<file path="src/rtl/core/lcfs_pkg.sv">
// Shared types, constants and helpers for the line column/field selector.
`default_nettype none

package lcfs_pkg;

    localparam int LINE_CAP    = 63;
    localparam int IDX_W       = 6;
    localparam int STORE_DEPTH = 2 * (1 << IDX_W);
    localparam int ADDR_W      = IDX_W + 1;
    localparam int MAP_W       = 256;
    localparam int CFG_IDX_W   = 3;
    localparam int CFG_DATA_W  = 64;

    localparam logic [7:0] CHAR_NL  = 8'h0A;
    localparam logic [7:0] CHAR_CR  = 8'h0D;
    localparam logic [7:0] CHAR_TAB = 8'h09;

    localparam logic [CFG_IDX_W-1:0] CFG_MAP0  = 3'd0;
    localparam logic [CFG_IDX_W-1:0] CFG_MAP1  = 3'd1;
    localparam logic [CFG_IDX_W-1:0] CFG_MAP2  = 3'd2;
    localparam logic [CFG_IDX_W-1:0] CFG_MAP3  = 3'd3;
    localparam logic [CFG_IDX_W-1:0] CFG_CMODE = 3'd4;
    localparam logic [CFG_IDX_W-1:0] CFG_DELIM = 3'd5;

    typedef struct packed {
        logic [7:0] in_byte;
        logic       end_of_input;
    } t_in_req;

    typedef struct packed {
        logic [7:0] out_byte;
        logic       line_end;
    } t_out_req;

    typedef struct packed {
        logic [MAP_W-1:0] sel_map;
        logic             char_mode;
        logic [7:0]       delimiter;
    } t_cfg;

    typedef struct packed {
        logic             bank;
        logic [IDX_W-1:0] len;
        logic             found;
    } t_job;

    typedef enum logic [1:0] {
        S_IDLE,
        S_DATA,
        S_NL
    } t_back_state;

    function automatic logic f_selected(logic [MAP_W-1:0] map, logic [7:0] pos);
        return map[pos];
    endfunction

endpackage

`default_nettype wire

</file>
<file path="src/rtl/core/lcfs_ram.sv">
// Generic simple dual-port RAM with registered read.
`default_nettype none

module lcfs_ram #(
    parameter int WIDTH = 8,
    parameter int DEPTH = 128
) (
    input  wire logic                     i_clk,
    input  wire logic                     i_we,
    input  wire logic [$clog2(DEPTH)-1:0] i_waddr,
    input  wire logic [WIDTH-1:0]         i_wdata,
    input  wire logic                     i_re,
    input  wire logic [$clog2(DEPTH)-1:0] i_raddr,
    output logic      [WIDTH-1:0]         o_rdata
);

    logic [WIDTH-1:0] r_mem [DEPTH];
    logic [WIDTH-1:0] r_rdata;

    always_ff @(posedge i_clk) begin
        if (i_we) begin
            r_mem[i_waddr] <= i_wdata;
        end
        if (i_re) begin
            r_rdata <= r_mem[i_raddr];
        end
    end

    assign o_rdata = r_rdata;

endmodule

`default_nettype wire

</file>
<file path="src/rtl/core/lcfs_front.sv">
// Front end: accepts stream bytes, fills the line store and posts line jobs.
`default_nettype none

module lcfs_front (
    input  wire logic                        i_clk,
    input  wire logic                        i_rst_n,
    input  wire logic                        i_in_valid,
    output logic                             o_in_ready,
    input  wire lcfs_pkg::t_in_req           i_in,
    input  wire logic [7:0]                  i_delimiter,
    input  wire logic                        i_job_full,
    output logic                             o_job_push,
    output lcfs_pkg::t_job                   o_job,
    output logic                             o_we,
    output logic [lcfs_pkg::ADDR_W-1:0]      o_waddr,
    output logic [7:0]                       o_wdata
);

    logic                         r_bank;
    logic                         n_bank;
    logic [lcfs_pkg::IDX_W-1:0]   r_len;
    logic [lcfs_pkg::IDX_W-1:0]   n_len;
    logic                         r_found;
    logic                         n_found;
    logic                         accept;
    logic                         close;

    assign o_in_ready = !i_job_full;
    assign accept     = i_in_valid && !i_job_full;

    always_comb begin
        n_bank  = r_bank;
        n_len   = r_len;
        n_found = r_found;
        close   = 1'b0;
        o_we    = 1'b0;
        if (accept) begin
            if (i_in.end_of_input) begin
                close = (r_len != '0);
            end else if (i_in.in_byte == lcfs_pkg::CHAR_NL) begin
                close = 1'b1;
            end else if (i_in.in_byte != lcfs_pkg::CHAR_CR &&
                         r_len != lcfs_pkg::IDX_W'(lcfs_pkg::LINE_CAP)) begin
                o_we    = 1'b1;
                n_len   = r_len + 1'b1;
                n_found = r_found || (i_in.in_byte == i_delimiter);
            end
        end
        if (close) begin
            n_bank  = !r_bank;
            n_len   = '0;
            n_found = 1'b0;
        end
    end

    assign o_job_push  = close;
    assign o_job.bank  = r_bank;
    assign o_job.len   = r_len;
    assign o_job.found = r_found;
    assign o_waddr     = {r_bank, r_len};
    assign o_wdata     = i_in.in_byte;

    always_ff @(posedge i_clk) begin
        if (!i_rst_n) begin
            r_bank  <= 1'b0;
            r_len   <= '0;
            r_found <= 1'b0;
        end else begin
            r_bank  <= n_bank;
            r_len   <= n_len;
            r_found <= n_found;
        end
    end

endmodule

`default_nettype wire

</file>
<file path="src/rtl/core/lcfs_job_fifo.sv">
// Two-entry queue of line jobs between the front and back ends.
`default_nettype none

module lcfs_job_fifo (
    input  wire logic           i_clk,
    input  wire logic           i_rst_n,
    input  wire logic           i_push,
    input  wire lcfs_pkg::t_job i_job,
    input  wire logic           i_pop,
    output logic                o_full,
    output logic                o_empty,
    output lcfs_pkg::t_job      o_job
);

    lcfs_pkg::t_job r_entry [2];
    logic           r_wptr;
    logic           r_rptr;
    logic [1:0]     r_count;

    assign o_full  = (r_count == 2'd2);
    assign o_empty = (r_count == 2'd0);
    assign o_job   = r_entry[r_rptr];

    always_ff @(posedge i_clk) begin
        if (i_push) begin
            r_entry[r_wptr] <= i_job;
        end
    end

    always_ff @(posedge i_clk) begin
        if (!i_rst_n) begin
            r_wptr  <= 1'b0;
            r_rptr  <= 1'b0;
            r_count <= '0;
        end else begin
            if (i_push) begin
                r_wptr <= !r_wptr;
            end
            if (i_pop) begin
                r_rptr <= !r_rptr;
            end
            r_count <= r_count + {1'b0, i_push} - {1'b0, i_pop};
        end
    end

endmodule

`default_nettype wire

</file>
<file path="src/rtl/core/lcfs_back.sv">
// Back end: replays a stored line, applies the selection and drives results.
`default_nettype none

module lcfs_back (
    input  wire logic                        i_clk,
    input  wire logic                        i_rst_n,
    input  wire lcfs_pkg::t_cfg              i_cfg,
    input  wire logic                        i_job_empty,
    input  wire lcfs_pkg::t_job              i_job,
    output logic                             o_job_pop,
    output logic                             o_re,
    output logic [lcfs_pkg::ADDR_W-1:0]      o_raddr,
    input  wire logic [7:0]                  i_rdata,
    output logic                             o_out_valid,
    input  wire logic                        i_out_ready,
    output lcfs_pkg::t_out_req               o_out
);

    lcfs_pkg::t_back_state        r_state;
    lcfs_pkg::t_back_state        n_state;
    logic [lcfs_pkg::IDX_W-1:0]   r_idx;
    logic [lcfs_pkg::IDX_W-1:0]   n_idx;
    logic [6:0]                   r_field;
    logic [6:0]                   n_field;
    logic                         r_first;
    logic                         n_first;
    logic                         r_out_valid;
    logic                         n_out_valid;
    lcfs_pkg::t_out_req           r_out;
    lcfs_pkg::t_out_req           n_out;
    logic                         out_free;
    logic                         emit;
    logic                         advance;
    logic                         last;
    logic [7:0]                   pos;
    logic [7:0]                   field_cur;
    logic [7:0]                   field_nxt;
    logic                         is_delim;

    assign out_free  = !r_out_valid || i_out_ready;
    assign pos       = {2'b00, r_idx} + 8'd1;
    assign field_cur = {1'b0, r_field};
    assign field_nxt = {1'b0, r_field} + 8'd1;
    assign is_delim  = (i_rdata == i_cfg.delimiter);
    assign last      = (r_idx + 1'b1 == i_job.len);

    always_comb begin
        n_state     = r_state;
        n_idx       = r_idx;
        n_field     = r_field;
        n_first     = r_first;
        n_out       = r_out;
        n_out_valid = r_out_valid;
        o_job_pop   = 1'b0;
        o_re        = 1'b0;
        o_raddr     = {i_job.bank, lcfs_pkg::IDX_W'(0)};
        emit        = 1'b0;
        advance     = 1'b0;

        if (i_out_ready) begin
            n_out_valid = 1'b0;
        end

        unique case (r_state)
            lcfs_pkg::S_IDLE: begin
                if (!i_job_empty) begin
                    n_idx   = '0;
                    n_field = 7'd1;
                    n_first = !lcfs_pkg::f_selected(i_cfg.sel_map, 8'd1);
                    if (i_job.len == '0) begin
                        n_state = lcfs_pkg::S_NL;
                    end else begin
                        o_re    = 1'b1;
                        n_state = lcfs_pkg::S_DATA;
                    end
                end
            end
            lcfs_pkg::S_DATA: begin
                if (i_cfg.char_mode) begin
                    emit = lcfs_pkg::f_selected(i_cfg.sel_map, pos);
                end else if (!i_job.found) begin
                    emit = 1'b1;
                end else if (is_delim) begin
                    emit = lcfs_pkg::f_selected(i_cfg.sel_map, field_nxt) && !r_first;
                end else begin
                    emit = lcfs_pkg::f_selected(i_cfg.sel_map, field_cur);
                end
                advance = !emit || out_free;
                if (advance) begin
                    if (emit) begin
                        n_out_valid       = 1'b1;
                        n_out.out_byte    = i_rdata;
                        n_out.line_end    = 1'b0;
                    end
                    if (!i_cfg.char_mode && i_job.found && is_delim) begin
                        n_field = field_nxt[6:0];
                        if (lcfs_pkg::f_selected(i_cfg.sel_map, field_nxt)) begin
                            n_first = 1'b0;
                        end
                    end
                    if (last) begin
                        n_state = lcfs_pkg::S_NL;
                    end else begin
                        o_re    = 1'b1;
                        o_raddr = {i_job.bank, r_idx + 1'b1};
                        n_idx   = r_idx + 1'b1;
                    end
                end
            end
            lcfs_pkg::S_NL: begin
                if (out_free) begin
                    n_out_valid    = 1'b1;
                    n_out.out_byte = lcfs_pkg::CHAR_NL;
                    n_out.line_end = 1'b1;
                    o_job_pop      = 1'b1;
                    n_state        = lcfs_pkg::S_IDLE;
                end
            end
            default: begin
                n_state = lcfs_pkg::S_IDLE;
            end
        endcase
    end

    always_ff @(posedge i_clk) begin
        if (!i_rst_n) begin
            r_state     <= lcfs_pkg::S_IDLE;
            r_out_valid <= 1'b0;
        end else begin
            r_state     <= n_state;
            r_out_valid <= n_out_valid;
        end
    end

    always_ff @(posedge i_clk) begin
        r_idx   <= n_idx;
        r_field <= n_field;
        r_first <= n_first;
        r_out   <= n_out;
    end

    assign o_out_valid = r_out_valid;
    assign o_out       = r_out;

endmodule

`default_nettype wire

</file>
<file path="src/rtl/core/line_column_field_selector.sv">
// Top level of the streaming column/field selector.
//
// Input channel (i_in_valid / o_in_ready, payload i_in) carries one text
// byte per request, or an end-of-input marker. Output channel
// (o_out_valid / i_out_ready, payload o_out) carries the cut bytes, each
// line closed by a newline request with line_end set.
// Configuration: write i_cfg_data to register i_cfg_idx while i_cfg_we is
// high: selection maps 0..3, character mode, delimiter. Write only when idle.
// The front end takes one byte per cycle, while the job queue has room, into
// one of two line banks of the store. A newline, or end of input after a
// non-empty line, queues the line; the back end replays it from the store at
// one stored byte per cycle unless the receiver stalls, bound by the single
// read port. With the back end idle and the receiver ready, a closed line goes
// through the job queue, the store's registered read and the output register,
// and its closing newline follows its last byte. While both banks hold lines
// that are not yet fully replayed, o_in_ready stays low.
// Reset clears the line length, the job queue and the output valid flag and
// loads the default registers (tab delimiter, field mode, empty map).
// A stalled receiver holds the output register and freezes the replay at the
// next byte to emit; the front end keeps filling its free bank meanwhile.
`default_nettype none

module line_column_field_selector (
    input  wire logic                                i_clk,
    input  wire logic                                i_rst_n,
    input  wire logic                                i_in_valid,
    output logic                                     o_in_ready,
    input  wire lcfs_pkg::t_in_req                   i_in,
    output logic                                     o_out_valid,
    input  wire logic                                i_out_ready,
    output lcfs_pkg::t_out_req                       o_out,
    input  wire logic                                i_cfg_we,
    input  wire logic [lcfs_pkg::CFG_IDX_W-1:0]      i_cfg_idx,
    input  wire logic [lcfs_pkg::CFG_DATA_W-1:0]     i_cfg_data
);

    lcfs_pkg::t_cfg                  r_cfg;
    lcfs_pkg::t_job                  push_job;
    lcfs_pkg::t_job                  head_job;
    logic                            job_push;
    logic                            job_pop;
    logic                            job_full;
    logic                            job_empty;
    logic                            we;
    logic [lcfs_pkg::ADDR_W-1:0]     waddr;
    logic [7:0]                      wdata;
    logic                            re;
    logic [lcfs_pkg::ADDR_W-1:0]     raddr;
    logic [7:0]                      rdata;

    always_ff @(posedge i_clk) begin
        if (!i_rst_n) begin
            r_cfg.sel_map   <= '0;
            r_cfg.char_mode <= 1'b0;
            r_cfg.delimiter <= lcfs_pkg::CHAR_TAB;
        end else if (i_cfg_we) begin
            unique case (i_cfg_idx)
                lcfs_pkg::CFG_MAP0:  r_cfg.sel_map[63:0]    <= i_cfg_data;
                lcfs_pkg::CFG_MAP1:  r_cfg.sel_map[127:64]  <= i_cfg_data;
                lcfs_pkg::CFG_MAP2:  r_cfg.sel_map[191:128] <= i_cfg_data;
                lcfs_pkg::CFG_MAP3:  r_cfg.sel_map[255:192] <= i_cfg_data;
                lcfs_pkg::CFG_CMODE: r_cfg.char_mode        <= i_cfg_data[0];
                lcfs_pkg::CFG_DELIM: r_cfg.delimiter        <= i_cfg_data[7:0];
                default: begin
                end
            endcase
        end
    end

    lcfs_front u_front (
        .i_clk       (i_clk),
        .i_rst_n     (i_rst_n),
        .i_in_valid  (i_in_valid),
        .o_in_ready  (o_in_ready),
        .i_in        (i_in),
        .i_delimiter (r_cfg.delimiter),
        .i_job_full  (job_full),
        .o_job_push  (job_push),
        .o_job       (push_job),
        .o_we        (we),
        .o_waddr     (waddr),
        .o_wdata     (wdata)
    );

    lcfs_ram #(
        .WIDTH (8),
        .DEPTH (lcfs_pkg::STORE_DEPTH)
    ) u_store (
        .i_clk   (i_clk),
        .i_we    (we),
        .i_waddr (waddr),
        .i_wdata (wdata),
        .i_re    (re),
        .i_raddr (raddr),
        .o_rdata (rdata)
    );

    lcfs_job_fifo u_jobs (
        .i_clk   (i_clk),
        .i_rst_n (i_rst_n),
        .i_push  (job_push),
        .i_job   (push_job),
        .i_pop   (job_pop),
        .o_full  (job_full),
        .o_empty (job_empty),
        .o_job   (head_job)
    );

    lcfs_back u_back (
        .i_clk       (i_clk),
        .i_rst_n     (i_rst_n),
        .i_cfg       (r_cfg),
        .i_job_empty (job_empty),
        .i_job       (head_job),
        .o_job_pop   (job_pop),
        .o_re        (re),
        .o_raddr     (raddr),
        .i_rdata     (rdata),
        .o_out_valid (o_out_valid),
        .i_out_ready (i_out_ready),
        .o_out       (o_out)
    );

endmodule

`default_nettype wire
</file>
<file path="config.mk">
export PLATFORM = sky130hd
export DESIGN_NAME = line_column_field_selector
export DESIGN_NICKNAME = d
export VERILOG_FILES = /design/src/rtl/core/lcfs_pkg.sv /design/src/rtl/core/lcfs_ram.sv /design/src/rtl/core/lcfs_front.sv /design/src/rtl/core/lcfs_job_fifo.sv /design/src/rtl/core/lcfs_back.sv /design/src/rtl/core/line_column_field_selector.sv
export SDC_FILE = /design/constraint.sdc
export NUM_CORES = 2
export LEC_CHECK = 0
export BUFFER_PORTS_ARGS = -buffer_cell sky130_fd_sc_hd__buf_2
export CAP_MARGIN = 25
export CORE_MARGIN = 2
export CORE_UTILIZATION = 57
export DETAILED_ROUTE_END_ITERATION = 6
export PLACE_DENSITY = 0.77
export SLEW_MARGIN = 0
export SYNTH_ARGS = -nofsm -noshare
export SYNTH_HDL_FRONTEND = slang
export SYNTH_HIERARCHICAL = 1
export SYNTH_SLANG_ARGS = --single-unit
</file>
<file path="constraint.sdc">
create_clock -name i_clk -period 5.8 [get_ports i_clk]
set_clock_uncertainty 0.1 [all_clocks]
set_input_delay 1.16 -clock i_clk [delete_from_list [all_inputs] [get_ports i_clk]]
set_output_delay 1.16 -clock i_clk [all_outputs]
set_load 0.03 [all_outputs]
</file>
==> qor.yml <==
wl_per_cell_um: 31.1
clockPowerShare: 0.321
max-vdd-ir-drop_uv: 326
cts_tree: "done"
avgSynthCellArea_um2: 18.1
critPathKind: "reg2reg"
routed-wl-met2_um: 72900
tightest_slew_ps: 1100
fin_crit_sh: 1.03
cp_slowest_stage_delay_ps: 590
wl_met1_um: 50800
numCtsBuffers: 130
fp.dieW_um: 312
end_kind: "register"
clockBufferDepth: 3
internal_power_uw: 18500
layout-drive-gt1-share: 0.303
initial_core_util: 0.577
yosys_warnings: 6
syn_area_um2: 54000
fin_crit_ps: 5960
clockRootBuffer: "clkbuf_16"
crit_slowest_cell: "mux4_2"
path_cells: "ha_4 > buf_6 > mux4_2 > mux2i_2 > o22ai_2 > o311ai_2 > a41oi_2 > o211ai_2 > nand2_2 > nor2_4 > buf_12 > buf_12 > buf_16 > buf_16 > mux4_2 > mux4_2 > mux4_2 > mux2_2"
failed_checks: "negative setup slack"
switching_share: 0.288
overflow: 0
hpwl_um: 87700
syn_inst: 2983
track_usage: 0.293
dieArea_um2: 97200
comb_power_share: 0.275
highest_layer: "met5"
cpMostUsedCell: "mux4_2"
met3_wirelength_um: 13100
max_freq_mhz: 168
area_growth_pct: 15.0
hold_buffers: 0
hold_class: "reg2reg"
drt_iter0_markers: 4011
status: "finished, violations left"
dp_slack_ps: -323
instances_no_fill: 4626
p_leak_uw: 0.0208
cp.required_ps: 6180
grt_start_max_net_pins: 145
dp_cells: 4363
finalMaxSlewViolations: 0
rsz0062_at_grt: "true"
maxCapViolations: 0
die_h_um: 312
antenna_found_initial: 5
finalSetupViolCount: 8
fill_cells: 5992
pwr-share-seq: 0.403
fin_nets: 3357
core_um2: 93600
cts.sinks: 1288
insertion_delay_ps: 750
crit_path_start_kind: "register"
layout_setup_ws_ps: -161
grt_pass1_wl_um: 208000
htreeDepth: 4
syn_nets: 3073
crit_fanout: 7
arrival_ps: 6340
vias: 30500
hold_viol: 0
rows: 112
place_congestion: 0.905
dpl-instance-area_um2: 57200
clk_pin_slew_ps: 60
portBuffers: 91
slew_headroom: 0.266
avgViaCountPerCell: 6.60
drt_wl_total_um: 144000
dr.pass1.iters: 6
power_density_nw_per_um2: 419
detail-route-antenna-nets: 0
grt_pass1_vias: 31100
drc: 0
final_area_um2: 62100
pin_count: 92
p_sw_uw: 7500
[power by group through the flow]
stage,combinational (uW),sequential (uW),clock [uW]
2_1_floorplan,4160,10600,0
3_3_place_gp,6390,10700,0
3_5_place_dp,6510,10700,0
4_1_cts,6920,10500,8420
5_1_grt,7410,10500,8750
6_report,7160,10500,8360
[state kept, by name, indices dropped and copies added, names as in the netlist, named ones only]
name	cells
r_cfg	201
u_back/o_out	9
u_back/o_out_valid	1
u_back/r_field	7
u_back/r_first	1
u_back/r_idx	6
u_back/r_state	2
u_front/r_bank	1
u_front/r_found	1
u_front/r_len	6
u_jobs/r_count	2
u_jobs/r_entry	16
u_jobs/r_rptr	1
u_jobs/r_wptr	1
u_store/o_rdata	8
u_store/r_mem	1024
[repair_timing]
item | 4_1_cts | 5_1_grt
endpoints found under the setup margin | 8 | 8
setup buffers | 12 | 6
pin swaps | 6 | 7
resized for setup | 39 | 26
gates cloned | 4 | 6
[metal layers]
metal | GRT usage | up-vias
met5 | 0 | -
li1 | - | 12500
met3 | 0.0516 | 376
met2 | 0.487 | 1952
met4 | 0.136 | 6
met1 | 0.379 | 15700
[path summary, 6_finish.rpt]
kind / from / endpoint / slack (ps) / cells past startpoint
max: u_back/r_field[1] / u_store/o_rdata[2] / -160 / 18
min: r_cfg[205] / r_cfg[205] / 360 / 2
max reg2reg: u_back/r_field[1] / u_store/o_rdata[2] / -160 / 18
min reg2reg: r_cfg[205] / r_cfg[205] / 360 / 2
[cell usage in the layout (no fill, tap or decap), types with 5 or more instances in the layout]
| master | count |
|---|---|
| dfxtp_1 | 217 |
| and2_1 | 10 |
| mux4_2 | 418 |
| a22o_1 | 12 |
| nor2_1 | 163 |
| xor2_1 | 19 |
| nand2_1 | 306 |
| clkbuf_16 | 141 |
| buf_2 | 82 |
| inv_1 | 11 |
| mux2_2 | 23 |
| bufinv_16 | 11 |
| o21ai_1 | 5 |
| o31ai_1 | 5 |
| nor3_1 | 11 |
| nor2b_1 | 37 |
| clkbuf_8 | 5 |
| and3_1 | 5 |
| o21ai_0 | 12 |
| nand4_1 | 9 |
| buf_12 | 36 |
| buf_4 | 206 |
| a21oi_1 | 19 |
| clkinv_2 | 22 |
| buf_16 | 12 |
| a211oi_1 | 9 |
| inv_6 | 7 |
| clkinv_1 | 25 |
| buf_6 | 9 |
| xnor2_1 | 14 |
| nand3_1 | 33 |
| ha_1 | 8 |
| mux2i_2 | 5 |
| clkbuf_1 | 25 |
| or3_1 | 5 |
| nor4_1 | 6 |
| mux2i_1 | 251 |
| nand2b_1 | 5 |
| edfxtp_1 | 1071 |
[critical path, delay by kind of cell (launching register included)]
family          cells  cell delay (ps)
mux                 6             2730
compound gates      4             1040
buf+inv             5              790
flops               1              460
fa+ha+maj           1              330
simple gates        2              240
[layout make-up]
class | instances | area [um2] | area share
Clock inverter | 71 | 692 | 0.0111
Multi-Input combinational cell | 1478 | 16400 | 0.264
Timing Repair Buffer | 356 | 3350 | 0.0539
Antenna cell | 2 | 5.00 | 0.0000806
Inverter | 13 | 48.8 | 0.000786
Sequential cell | 1288 | 36500 | 0.588
Tap cell | 1254 | 1570 | 0.0253
Clock buffer | 164 | 3530 | 0.0568
[through the flow]
stage          setup TNS (ps)  total power [uW]  hold slack (ps)  utilization
6_report                -1010             26000              359        0.664
5_1_grt                 -1350             26700              382        0.663
4_1_cts                  -138             25800              365        0.660
3_5_place_dp            -2110             17200              352        0.611
3_3_place_gp            -1850             17100              342        0.611
2_1_floorplan               0             14800              334            -
(Power assumes the default switching activity.)
